==> config.mk <==
export PLATFORM = sky130hd
export DESIGN_NAME = md5_stream_hasher
export DESIGN_NICKNAME = d
export VERILOG_FILES = /design/src/md5_pkg.sv /design/src/md5_front.sv /design/src/md5_engine.sv /design/src/md5_stream_hasher.sv
export SDC_FILE = /design/constraint.sdc
export NUM_CORES = 2
export LEC_CHECK = 0
export ABC_AREA = 1
export BUFFER_PORTS_ARGS = -buffer_cell sky130_fd_sc_hd__buf_4
export CAP_MARGIN = 20
export CORE_AREA = 2 2 353 443
export DETAILED_ROUTE_END_ITERATION = 6
export DIE_AREA = 0 0 355 445
export MAX_ROUTING_LAYER = met4
export SLEW_MARGIN = 20
export SYNTH_ARGS = -nofsm -noshare
export SYNTH_HDL_FRONTEND = slang
export SYNTH_SLANG_ARGS = --single-unit
==> constraint.sdc <==
create_clock -name aclk -period 7.9 [get_ports aclk]
set_clock_uncertainty 0.1 [all_clocks]
set_input_delay 1.975 -clock aclk [delete_from_list [all_inputs] [get_ports aclk]]
set_output_delay 1.975 -clock aclk [all_outputs]
set_load 0.01 [all_outputs]
==> src/md5_pkg.sv <==
// Package for the MD5 stream hasher: constants, round tables and helper types.
// No dependencies.
package md5_pkg;

    localparam int QueueDepth = 4;
    localparam int QueuePtrW  = 2;

    localparam logic [31:0] IvA = 32'h67452301;
    localparam logic [31:0] IvB = 32'hefcdab89;
    localparam logic [31:0] IvC = 32'h98badcfe;
    localparam logic [31:0] IvD = 32'h10325476;

    localparam logic [7:0] PadByte = 8'h80;

    // Queue entry from the front end: one byte for the buffer, or an end mark.
    typedef struct packed {
        logic [7:0] data;
        logic       has_byte;
        logic       last;
    } md5_item_t;

    function automatic logic [31:0] sine_k(input logic [5:0] i);
        logic [31:0] t;
        case (i)
            6'd0:  t = 32'hd76aa478; 6'd1:  t = 32'he8c7b756;
            6'd2:  t = 32'h242070db; 6'd3:  t = 32'hc1bdceee;
            6'd4:  t = 32'hf57c0faf; 6'd5:  t = 32'h4787c62a;
            6'd6:  t = 32'ha8304613; 6'd7:  t = 32'hfd469501;
            6'd8:  t = 32'h698098d8; 6'd9:  t = 32'h8b44f7af;
            6'd10: t = 32'hffff5bb1; 6'd11: t = 32'h895cd7be;
            6'd12: t = 32'h6b901122; 6'd13: t = 32'hfd987193;
            6'd14: t = 32'ha679438e; 6'd15: t = 32'h49b40821;
            6'd16: t = 32'hf61e2562; 6'd17: t = 32'hc040b340;
            6'd18: t = 32'h265e5a51; 6'd19: t = 32'he9b6c7aa;
            6'd20: t = 32'hd62f105d; 6'd21: t = 32'h02441453;
            6'd22: t = 32'hd8a1e681; 6'd23: t = 32'he7d3fbc8;
            6'd24: t = 32'h21e1cde6; 6'd25: t = 32'hc33707d6;
            6'd26: t = 32'hf4d50d87; 6'd27: t = 32'h455a14ed;
            6'd28: t = 32'ha9e3e905; 6'd29: t = 32'hfcefa3f8;
            6'd30: t = 32'h676f02d9; 6'd31: t = 32'h8d2a4c8a;
            6'd32: t = 32'hfffa3942; 6'd33: t = 32'h8771f681;
            6'd34: t = 32'h6d9d6122; 6'd35: t = 32'hfde5380c;
            6'd36: t = 32'ha4beea44; 6'd37: t = 32'h4bdecfa9;
            6'd38: t = 32'hf6bb4b60; 6'd39: t = 32'hbebfbc70;
            6'd40: t = 32'h289b7ec6; 6'd41: t = 32'heaa127fa;
            6'd42: t = 32'hd4ef3085; 6'd43: t = 32'h04881d05;
            6'd44: t = 32'hd9d4d039; 6'd45: t = 32'he6db99e5;
            6'd46: t = 32'h1fa27cf8; 6'd47: t = 32'hc4ac5665;
            6'd48: t = 32'hf4292244; 6'd49: t = 32'h432aff97;
            6'd50: t = 32'hab9423a7; 6'd51: t = 32'hfc93a039;
            6'd52: t = 32'h655b59c3; 6'd53: t = 32'h8f0ccc92;
            6'd54: t = 32'hffeff47d; 6'd55: t = 32'h85845dd1;
            6'd56: t = 32'h6fa87e4f; 6'd57: t = 32'hfe2ce6e0;
            6'd58: t = 32'ha3014314; 6'd59: t = 32'h4e0811a1;
            6'd60: t = 32'hf7537e82; 6'd61: t = 32'hbd3af235;
            6'd62: t = 32'h2ad7d2bb; 6'd63: t = 32'heb86d391;
            default: t = 32'h0;
        endcase
        return t;
    endfunction

    function automatic logic [4:0] rot_s(input logic [5:0] i);
        logic [4:0] s;
        case ({i[5:4], i[1:0]})
            4'b0000: s = 5'd7;  4'b0001: s = 5'd12; 4'b0010: s = 5'd17; 4'b0011: s = 5'd22;
            4'b0100: s = 5'd5;  4'b0101: s = 5'd9;  4'b0110: s = 5'd14; 4'b0111: s = 5'd20;
            4'b1000: s = 5'd4;  4'b1001: s = 5'd11; 4'b1010: s = 5'd16; 4'b1011: s = 5'd23;
            4'b1100: s = 5'd6;  4'b1101: s = 5'd10; 4'b1110: s = 5'd15; 4'b1111: s = 5'd21;
            default: s = 5'd0;
        endcase
        return s;
    endfunction

    function automatic logic [3:0] msg_idx(input logic [5:0] i);
        logic [3:0] k;
        logic [7:0] p;
        case (i[5:4])
            2'd0: p = {2'b00, i};
            2'd1: p = 8'(5 * i + 1);
            2'd2: p = 8'(3 * i + 5);
            2'd3: p = 8'(7 * i);
            default: p = 8'd0;
        endcase
        k = p[3:0];
        return k;
    endfunction

endpackage

==> src/md5_front.sv <==
// MD5 front end: accepts input beats, drops empty non-last beats, and
// feeds a short queue towards the block engine. Depends on md5_pkg.
module md5_front (
    input  logic              aclk,
    input  logic              aresetn,
    input  logic              in_valid,
    output logic              in_ready,
    input  md5_pkg::md5_item_t in_item,
    output logic              q_valid,
    input  logic              q_ready,
    output md5_pkg::md5_item_t q_item
);

    md5_pkg::md5_item_t mem_reg [md5_pkg::QueueDepth];
    logic [md5_pkg::QueuePtrW-1:0] wr_ptr_reg, rd_ptr_reg;
    logic [md5_pkg::QueuePtrW:0]   count_reg, count_next;
    logic push, pop;

    assign in_ready = (count_reg != 3'(md5_pkg::QueueDepth));
    // Drop beats that carry neither a byte nor an end mark.
    assign push     = in_valid && in_ready && (in_item.has_byte || in_item.last);
    assign q_valid  = (count_reg != '0);
    assign pop      = q_valid && q_ready;
    assign q_item   = mem_reg[rd_ptr_reg];

    always_comb begin
        count_next = count_reg;
        if (push && !pop) count_next = count_reg + 1'b1;
        else if (!push && pop) count_next = count_reg - 1'b1;
    end

    always_ff @(posedge aclk) begin
        if (!aresetn) begin
            wr_ptr_reg <= '0;
            rd_ptr_reg <= '0;
            count_reg  <= '0;
        end else begin
            if (push) wr_ptr_reg <= wr_ptr_reg + 1'b1;
            if (pop)  rd_ptr_reg <= rd_ptr_reg + 1'b1;
            count_reg <= count_next;
        end
    end

    always_ff @(posedge aclk) begin
        if (push) mem_reg[wr_ptr_reg] <= in_item;
    end

endmodule

==> src/md5_engine.sv <==
// MD5 block engine: block buffer, padding sequencer and one round per cycle.
// Depends on md5_pkg.
module md5_engine (
    input  logic               aclk,
    input  logic               aresetn,
    input  logic               q_valid,
    output logic               q_ready,
    input  md5_pkg::md5_item_t q_item,
    output logic               out_valid,
    input  logic               out_ready,
    output logic [127:0]       out_digest
);

    typedef enum logic [5:0] {
        ST_LOAD  = 6'b000001,
        ST_ROUND = 6'b000010,
        ST_ADD   = 6'b000100,
        ST_PAD   = 6'b001000,
        ST_LEN   = 6'b010000,
        ST_OUT   = 6'b100000
    } state_t;

    state_t state_reg, state_next;

    logic [31:0] buf_reg [16];
    logic [31:0] ca_reg, cb_reg, cc_reg, cd_reg;
    logic [31:0] ra_reg, rb_reg, rc_reg, rd_reg;
    logic [5:0]  fill_reg;
    logic [63:0] len_reg;
    logic [5:0]  rnd_reg;
    logic        fin_reg;   // message end seen, padding in progress
    logic [127:0] dig_reg;
    logic        ovalid_reg;
    // A last item that filled the block keeps its end mark until ST_ADD.
    logic        pend_last_reg;
    // Length bytes written: the next compression is the final one.
    logic        len_done_reg;

    // Byte to write into the buffer this cycle
    logic        wr_en;
    logic [7:0]  wr_byte;
    logic [63:0] bits;

    logic [31:0] f, sum, rot;
    logic [5:0]  r;
    logic [4:0]  s;

    assign bits = len_reg << 3;
    assign r    = rnd_reg;
    assign s    = md5_pkg::rot_s(r);

    always_comb begin
        case (r[5:4])
            2'd0: f = (rb_reg & rc_reg) | (~rb_reg & rd_reg);
            2'd1: f = (rd_reg & rb_reg) | (~rd_reg & rc_reg);
            2'd2: f = rb_reg ^ rc_reg ^ rd_reg;
            2'd3: f = rc_reg ^ (rb_reg | ~rd_reg);
            default: f = '0;
        endcase
        sum = f + ra_reg + md5_pkg::sine_k(r) + buf_reg[md5_pkg::msg_idx(r)];
        rot = (sum << s) | (sum >> (6'd32 - {1'b0, s}));
    end

    assign q_ready    = (state_reg == ST_LOAD);
    assign out_valid  = ovalid_reg;
    assign out_digest = dig_reg;

    always_comb begin
        wr_en   = 1'b0;
        wr_byte = q_item.data;
        case (state_reg)
            ST_LOAD: wr_en = q_valid && q_item.has_byte;
            ST_PAD: begin
                wr_en   = 1'b1;
                wr_byte = fin_reg ? 8'h00 : md5_pkg::PadByte;
            end
            ST_LEN: begin
                wr_en   = 1'b1;
                wr_byte = bits[{fill_reg[2:0], 3'b000} +: 8];
            end
            default: wr_en = 1'b0;
        endcase
    end

    always_comb begin
        state_next = state_reg;
        case (state_reg)
            ST_LOAD: begin
                if (q_valid) begin
                    if (q_item.has_byte && fill_reg == 6'd63) state_next = ST_ROUND;
                    else if (q_item.last) state_next = ST_PAD;
                end
            end
            ST_ROUND: if (rnd_reg == 6'd63) state_next = ST_ADD;
            ST_ADD: begin
                if (fin_reg && len_done_reg) state_next = ST_OUT;
                else if (fin_reg || pend_last_reg) state_next = ST_PAD;
                else state_next = ST_LOAD;
            end
            ST_PAD: begin
                if (fill_reg == 6'd63) state_next = ST_ROUND;
                else if (fill_reg == 6'd55) state_next = ST_LEN;
            end
            ST_LEN: if (fill_reg == 6'd63) state_next = ST_ROUND;
            // Hold the digest until the beat is taken.
            ST_OUT: if (out_ready) state_next = ST_LOAD;
            default: state_next = ST_LOAD;
        endcase
    end

    always_ff @(posedge aclk) begin
        if (!aresetn) begin
            state_reg     <= ST_LOAD;
            fill_reg      <= '0;
            len_reg       <= '0;
            rnd_reg       <= '0;
            fin_reg       <= 1'b0;
            pend_last_reg <= 1'b0;
            ovalid_reg    <= 1'b0;
            ca_reg <= md5_pkg::IvA; cb_reg <= md5_pkg::IvB;
            cc_reg <= md5_pkg::IvC; cd_reg <= md5_pkg::IvD;
        end else begin
            state_reg <= state_next;
            if (ovalid_reg && out_ready) ovalid_reg <= 1'b0;
            if (wr_en) fill_reg <= fill_reg + 1'b1;
            case (state_reg)
                ST_LOAD: begin
                    if (q_valid) begin
                        if (q_item.has_byte) len_reg <= len_reg + 1'b1;
                        pend_last_reg <= q_item.last;
                    end
                    if (q_valid && q_item.has_byte && fill_reg == 6'd63) begin
                        ra_reg <= ca_reg; rb_reg <= cb_reg;
                        rc_reg <= cc_reg; rd_reg <= cd_reg;
                        rnd_reg <= '0;
                    end
                end
                ST_ROUND: begin
                    ra_reg  <= rd_reg;
                    rd_reg  <= rc_reg;
                    rc_reg  <= rb_reg;
                    rb_reg  <= rb_reg + rot;
                    rnd_reg <= rnd_reg + 1'b1;
                end
                ST_ADD: begin
                    if (fin_reg && len_done_reg) begin
                        dig_reg <= {cd_reg + rd_reg, cc_reg + rc_reg,
                                    cb_reg + rb_reg, ca_reg + ra_reg};
                        ovalid_reg <= 1'b1;
                        ca_reg <= md5_pkg::IvA; cb_reg <= md5_pkg::IvB;
                        cc_reg <= md5_pkg::IvC; cd_reg <= md5_pkg::IvD;
                        len_reg <= '0;
                        fin_reg <= 1'b0;
                    end else begin
                        ca_reg <= ca_reg + ra_reg; cb_reg <= cb_reg + rb_reg;
                        cc_reg <= cc_reg + rc_reg; cd_reg <= cd_reg + rd_reg;
                    end
                end
                ST_PAD: begin
                    fin_reg <= 1'b1;
                end
                default: ;
            endcase
            if ((state_reg == ST_PAD || state_reg == ST_LEN) && fill_reg == 6'd63) begin
                ra_reg <= ca_reg; rb_reg <= cb_reg;
                rc_reg <= cc_reg; rd_reg <= cd_reg;
                rnd_reg <= '0;
            end
        end
    end

    always_ff @(posedge aclk) begin
        if (!aresetn) begin
            len_done_reg <= 1'b0;
        end else if (state_reg == ST_LEN) begin
            len_done_reg <= 1'b1;
        end else if (state_reg == ST_ADD && len_done_reg) begin
            len_done_reg <= 1'b0;
        end
    end

    always_ff @(posedge aclk) begin
        if (wr_en) buf_reg[fill_reg[5:2]][{fill_reg[1:0], 3'b000} +: 8] <= wr_byte;
    end

endmodule

==> src/md5_stream_hasher.sv <==
// MD5 stream hasher top level: front-end queue and block engine.
// Depends on md5_pkg, md5_front and md5_engine.
//
//  channel   dir  tdata                          tuser / tlast
//  s_axis    in   [7:0] data_byte                tuser = has_byte, tlast = last
//  m_axis    out  [63:0] digest_low, [127:64] digest_high
//
// Bytes load one per cycle when the engine is in ST_LOAD; a full block then
// holds the engine for 64 rounds, one per cycle, and the chaining add. A last
// beat adds padding writes, one byte a cycle, plus one or two compressions.
// Reset: synchronous, active low; loads the MD5 initial value at once.
// The queue takes beats until its four entries fill, also during rounds.
module md5_stream_hasher (
    input  logic         aclk,
    input  logic         aresetn,
    input  logic         s_tvalid,
    output logic         s_tready,
    input  logic [7:0]   s_tdata,   // [7:0] data_byte
    input  logic         s_tuser,   // [0] has_byte
    input  logic         s_tlast,
    output logic         m_tvalid,
    input  logic         m_tready,
    output logic [127:0] m_tdata    // [63:0] digest_low, [127:64] digest_high
);

    md5_pkg::md5_item_t in_item, q_item;
    logic q_valid, q_ready;

    always_comb begin
        in_item.data     = s_tdata;
        in_item.has_byte = s_tuser;
        in_item.last     = s_tlast;
    end

    md5_front u_front (
        .aclk(aclk), .aresetn(aresetn),
        .in_valid(s_tvalid), .in_ready(s_tready), .in_item(in_item),
        .q_valid(q_valid), .q_ready(q_ready), .q_item(q_item)
    );

    md5_engine u_engine (
        .aclk(aclk), .aresetn(aresetn),
        .q_valid(q_valid), .q_ready(q_ready), .q_item(q_item),
        .out_valid(m_tvalid), .out_ready(m_tready), .out_digest(m_tdata)
    );

endmodule

# Yosys cells after proc, flatten, opt, wreduce, memory -nomap -nowiden
# Memories as Yosys holds them, arrays and structs flattened. A register that Yosys moved wholly into a read port is not among the register bits.
# Cells that the tools add are included.
# Widths: inputs -> output; s select.
# totals
mem_count,4
latchBits,0
out_inout_bits,130
ff_bits,477
rom_bits,2128
ramBits,552
# mem_list
name,depth,width,rd,rd_clocked_by_memory_dff,write_ports,line,rtl
(no name shown),64,32,1,1,0,md5_pkg.sv:24,case (i)
u_engine.buf_reg,16,32,1,0,1,md5_engine.sv:25,logic [31:0] buf_reg [16];
(no name shown),16,5,1,1,0,md5_pkg.sv:64,"case ({i[5:4], i[1:0]})"
u_front.mem_reg,4,10,1,1,1,md5_front.sv:14,md5_pkg::md5_item_t mem_reg [md5_pkg::QueueDepth];
# op_classes
n_bitwise,14
n_div,0
n_reduce_logical,34
n_mux,57
n_eq_ne,23
n_lt_le_gt_ge,0
add_sub_neg,19
multipliers,3
shifts,5
# ops
op,n
$mux 32,13
$add 32x32->32,8
$pmux 32 s2,4
$mux 64,3
$and 32x32->32,4
$or 32x32->32,4
$pmux 32 s4,1
$pmux 64 s2,1
$xor 32x32->32,3
$mux 6,12
$add 64x1->64 const B,1
$not 32->32,2
$shiftx 64x7->8,1
$pmux 6 s6,1
$shift 8x7->32 const A,1
$shiftx 8x7->32,1
$shl 32x5->32,1
$shr 32x6->32,1
$eq 6x6->1 const B,4
$pmux 4 s4,1
$pmux 8 s2,1
$add 6x1->6 const B,2
$logic_and 1x1->1,12
$mul 3x6->4 const A,2
other kinds (38),71

# Depth between registers and ports, before layout
# logic_depth
depth_word,12
mapped_depth,60

# Cells and area by module
# Synthesis repeated with hierarchy kept, for this count alone.
# unflattened
hier_cells,7281
area_unflattened_um2,61393.9
# modules_own_cells
mod,cells_per_inst,n_inst,area_each_um2
md5_engine,7112,1,59402.0
md5_front,169,1,1991.9

# Least setup slack after synthesis
# Ideal clock, no wire load.
# synth_path
path_kind,input -> register
start,in aresetn
end,"reg u_engine.dig_reg[0], in the netlist u_engine.out_digest[0] (enable)"
arrival_ns,7.846
path_slack_ns,-0.662
t_required_ns,7.184
setup_ns,0.616
path_stages,4
path_cell_list,clkbuf_1 > inv_1 > clkbuf_1 > nor2_1
# synth_via
elab_chain_len,1
# synth_lines
element,line,rtl
"start, declared",md5_stream_hasher.sv:15,"input logic aresetn,"
$reduce_and 3->1 (no source line),n/a,
"end signal, assigned",md5_engine.sv:147,"dig_reg <= {cd_reg + rd_reg, cc_reg + rc_reg,"
"end, declared",md5_engine.sv:32,logic [127:0] dig_reg;
# Every way passes these cells.
# A chain may end at the register's enable or synchronous reset.

# Worst setup path in the final report
# layout_path
start,"reg u_engine.rnd_reg[1], in the netlist u_engine.r[1]"
end,"reg u_engine.rb_reg[22], data pin"
# layout_via
elab_chain_len,10
# layout_lines
element,line,rtl
"start, declared",md5_engine.sv:30,logic [5:0] rnd_reg;
"start signal, assigned",md5_engine.sv:143,rnd_reg <= rnd_reg + 1'b1;
$mul 2x6->4 / $mul 3x6->4 (equally long branches),"md5_pkg.sv:80, md5_pkg.sv:79",
$add 4x3->4 / $add 4x1->4 (equally long branches),"md5_pkg.sv:80, md5_pkg.sv:79",
$pmux 4 s4 (*),md5_pkg.sv:77,case (i[5:4])
$mem_v2 16x32 (*),n/a,
$add 32x32->32 (*),md5_engine.sv:60,sum = f + ra_reg + md5_pkg::sine_k(r) + buf_reg[md5_pkg::msg_idx(r)];
$shr 32x6->32 / $shl 32x5->32 (equally long branches),md5_engine.sv:61,"rot = (sum << s) | (sum >> (6'd32 - {1'b0, s}));"
$or 32x32->32 (*),md5_engine.sv:61,
$add 32x32->32 (*),md5_engine.sv:142,rb_reg <= rb_reg + rot;
$pmux 32 s2 (*),md5_engine.sv:126,case (state_reg)
$mux 32 (*),md5_engine.sv:164,if ((state_reg == ST_PAD || state_reg == ST_LEN) && fill_reg == 6'd63) begin
"end signal, assigned",md5_engine.sv:133,ra_reg <= ca_reg; rb_reg <= cb_reg;
"end signal, assigned",md5_engine.sv:142,
"end signal, assigned",md5_engine.sv:165,ra_reg <= ca_reg; rb_reg <= cb_reg;
"end, declared",md5_engine.sv:27,"logic [31:0] ra_reg, rb_reg, rc_reg, rd_reg;"
# Every way passes the cells marked *; elsewhere a longest branch is shown, timed or not.

==> summary.txt <==
SYNTH
--------------------------------------------------------------------------------
Synthesized netlist cell count ....................................         7224
Post-synthesis async set-or-reset flop share ......................            0
Dominant synthesized flop cell .................................... sky130_fd_sc_hd__edfxtp_1
Cell Area, Synth ..................................................    61250 um2
Synthesized Nets ..................................................         7532
Count of flip-flops with a built-in enable after synthesis ........          808
Yosys warns .......................................................            0
Mean area per synthesized cell ....................................    8.479 um2
Count of cell types in the netlist ................................           74
Share of the yosys chip area belonging to registers ...............       0.4801
#FFs+latches synth ................................................         1065

PLACE
--------------------------------------------------------------------------------
Cell Count Post-Placement .........................................         9709
Number of port buffers ............................................          143
Cell Area, Placed .................................................    68630 um2
Placer Congestion .................................................       0.9898
Post-place setup slack ............................................    -847.4 ps
Half-perimeter wire length after placement ........................    173300 um

SETUP PATH
--------------------------------------------------------------------------------
Terminus of the critical flop-to-flop path ........................ u_engine.rb_reg[22]$_DFFE_PP_
Element type at the critical path end .............................    flip-flop
WP data arrival ...................................................      8640 ps
Cell count of the worst reg-to-reg path ...........................           52
Slowest CP cell ................................................... sky130_fd_sc_hd__fa_1
Worst stage delay on the critical path ............................       500 ps
Crit path kind .................................................... flip-flop to flip-flop
Crit path launch type .............................................    flip-flop
Setup slack of the most critical reg-to-reg path ..................      -340 ps
Maximum fanout encountered on the critical timing path ............            5
Source of the worst register-to-register timing path .............. u_engine.r[1]$_SDFFE_PP0P_
Startpoint of the most critical setup path ........................ u_engine.r[1]$_SDFFE_PP0P_
Library cell appearing most often on the critical path ............ sky130_fd_sc_hd__inv_1
Critical path data required time ..................................      8290 ps

CLOCK TREE
--------------------------------------------------------------------------------
Count of H-tree levels built during CTS ...........................            3
Clock latency on the worst-skew pair ..............................       760 ps
Maximum clock path buffer count ...................................            3
Reg clk slew, reported paths ......................................        70 ps
CTS tree ..........................................................        built
Number of buffers added by the clock tree synthesis step ..........          110
Clock root buffer ................................................. sky130_fd_sc_hd__clkbuf_16
Count of clock tree sinks .........................................         1065

HOLD PATH
--------------------------------------------------------------------------------
Worst min-delay path startpoint ................................... u_engine.len_reg[21]$_SDFFE_PN0P_
Hold Path Sink .................................................... u_engine.len_reg[21]$_SDFFE_PN0P_
Type of the tightest min-delay check .............................. flip-flop to flip-flop
Min-Delay Path Depth ..............................................            1

CELLS AND AREA
--------------------------------------------------------------------------------
Largest register FFs ..............................................          512
Area added between synthesis and finish ...........................       21.35%
Number of filler cells placed in the layout .......................        14830
Fraction of final layout cells with drive strength greater than 1 .       0.1727
Net count reported at finish ......................................         8155
Design area .......................................................    74330 um2
Final standard cell utilization of the core .......................       0.4842
Post-route non-filler standard cell count .........................         9977

STA
--------------------------------------------------------------------------------
Smallest setup slack after layout .................................    -344.9 ps
Peak clock frequency supported by timing ..........................    121.3 MHz
Fin crit share ....................................................        1.044
Tightest slew margin relative to the limit ........................       0.2657
Max-slew violations ...............................................            0
Clock period minus final worst setup slack ........................      8245 ps
Number of setup violations in the final report ....................           19
Hold Violations, Final ............................................            0
Transition time at the pin with the least slew margin .............      1102 ps
Setup repair after global routing missed its margin ...............         true

OUTCOME
--------------------------------------------------------------------------------
Failing checks .................................................... design-rule violations, negative setup slack
Run status ........................................................ finished with violations

GLOBAL ROUTE
--------------------------------------------------------------------------------
Total routing usage reported by global routing ....................       0.2933
Wire length of the first global-routing pass ......................    338500 um
Antenna violations before repair ..................................            3
Final global-route overflow total .................................            0
Largest net degree at the start of global routing .................           95
Vias in the first global route ....................................        53570

FLOORPLANNING
--------------------------------------------------------------------------------
Height of the die .................................................       445 um
FP Rows ...........................................................          161
Effective utilization at floorplan ................................       0.3990
Die extent in x ...................................................       355 um
Boundary Pins .....................................................          144
Die Footprint .....................................................   158000 um2
Core Area .........................................................   153500 um2

DRT
--------------------------------------------------------------------------------
Number of antenna-violating nets in the routed design .............            0
Total via count in the routed design ..............................        55540
Pre-antenna DRT Iters .............................................            7
Routed wirelength normalized by instance count ....................     23.10 um
Vias per inst .....................................................        5.567
Routed Wire Length ................................................    230500 um
Number of design rule violations left after detail routing ........            2
Initial detailed-routing violation count ..........................         4906

JOB
--------------------------------------------------------------------------------
Number of maximum-capacitance constraint violations ...............            0

POWER AND IR DROP
--------------------------------------------------------------------------------
Power density over the cells ...................................... 262.1 nW/um2
VDD IR max ........................................................     303.2 uV
Leakage Power .....................................................   0.03025 uW
Total power consumption of the routed design ......................     19480 uW

==> per-stage QoR <==
stage          setup TNS (ps)  hold slack, ps
2_1_floorplan               0           317.4
3_3_place_gp            -9899           335.1
3_5_place_dp           -12590           340.9
4_1_cts                 -1134           353.0
5_1_grt                -14330           374.1
6_report                -3791           349.8
==> final cells by class <==
cell class | count | area, um2 | share of cell area
Timing Repair Buffer | 812 | 6605 | 0.08887
Antenna cell | 1 | 2.502 | 0.00003367
Tap cell | 2037 | 2549 | 0.03429
Sequential cell | 1065 | 29420 | 0.3958
Clock buffer | 145 | 3032 | 0.04079
Clock inverter | 59 | 578.1 | 0.007777
Multi-Input combinational cell | 5084 | 29220 | 0.3931
Inverter | 774 | 2927 | 0.03937
==> kinds of logic after synthesis <==
logic type	count (synthesis)	share of synthesized area
and+or+nand+nor	3055	0.2099
AOI/OAI and AO/OA	1579	0.1513
buffers and inverters	1075	0.06694
DFF	1065	0.4801
adders and majority gates	294	0.06864
xor gates and xnor gates	154	0.02274
muxes	2	0.0003269
==> worst max-delay path by stage <==
stage                               endpoint  slack, ps  cells after the start
4_1_cts        u_engine.rb_reg[22]$_DFFE_PP_       -180                     52
5_1_grt        u_engine.rb_reg[22]$_DFFE_PP_       -840                     53
2_1_floorplan  u_engine.rb_reg[22]$_DFFE_PP_         10                     58
6_report       u_engine.rb_reg[22]$_DFFE_PP_       -340                     52
3_3_place_gp   u_engine.rb_reg[22]$_DFFE_PP_       -720                     50
3_5_place_dp   u_engine.rb_reg[25]$_DFFE_PP_       -850                     49
==> report_power, final <==
part | internal [uW] | leakage (uW) | switching (uW)
Clock | 3000 | 0.00178 | 2330
Sequential | 6240 | 0.00897 | 58.1
Combinational | 3510 | 0.0195 | 4350
==> metal layers <==
| metal | track usage | vias to the layer above | share of wire |
|---|---|---|---|
| li1 | - | 26150 | - |
| met1 | 0.3524 | 26700 | 0.40 |
| met2 | 0.4853 | 2187 | 0.48 |
| met3 | 0.03496 | 509 | 0.062 |
| met4 | 0.1496 | 0 | 0.058 |
| met5 | - | - | 0 |
==> what timing repair did <==
| action | CTS | global route |
|---|---|---|
| setup buffers | 45 | 15 |
| gates resized for setup | 298 | 83 |
| hold buffers | 0 | 0 |
| cloned | 3 | 0 |
| endpoints found under the setup margin | 23 | 26 |
| pin swaps | 85 | 54 |
==> worst max-delay path, delay by kind of cell, from the launching register on <==
| family | cells | cell delay (ps) |
|---|---|---|
| AOI/OAI and AO/OA | 12 | 1810 |
| DFF | 1 | 340 |
| and+or+nand+nor | 19 | 1850 |
| adders and majority gates | 7 | 2320 |
| buffers and inverters | 13 | 1280 |
| xor gates and xnor gates | 1 | 210 |
==> cell usage in the layout, fill, tap and decap left out, drive strengths merged, types with 15 or more instances in the layout <==
cell / instances
a21oi: 569
a22oi: 16
a31oi: 34
a32o: 68
buf: 812
clkbuf: 145
clkinv: 51
dfxtp: 257
edfxtp: 808
fa: 70
ha: 224
inv: 769
nand2: 1851
nand3: 497
nand4: 71
nor2: 459
nor3: 101
nor4: 33
o211ai: 140
o21a: 31
o21ai: 515
o22ai: 79
o31ai: 15
or2: 23
xnor2: 50
xor2: 102
==> Yosys cell counts, drive strengths merged (8+ instances only) <==
master	n	area [um2]
nand2	1851	7000
edfxtp	808	24260
inv	767	2882
a21oi	569	2848
o21ai	515	2585
nand3	497	2512
nor2	459	1843
dfxtp	257	5145
clkbuf	239	897.1
ha	224	2803
o211ai	140	1056
xor2	102	908.4
nor3	101	535.5
o22ai	79	494.2
nand4	71	450.4
fa	70	1401
a32o	68	680.7
buf	62	295.3
xnor2	50	437.9
a31oi	34	212.7
nor4	33	206.5
o21a	31	232.7
or2	23	143.9
a22oi	16	120.1
o31ai	15	112.6
a21boi	14	105.1
o21bai	14	105.1
o221ai	14	122.6
a21o	13	97.59
nand3b	13	110.1
a221oi	12	105.1
o311ai	12	105.1
a211oi	8	60.06
a32oi	8	70.07
(Power assumes the default switching activity.)
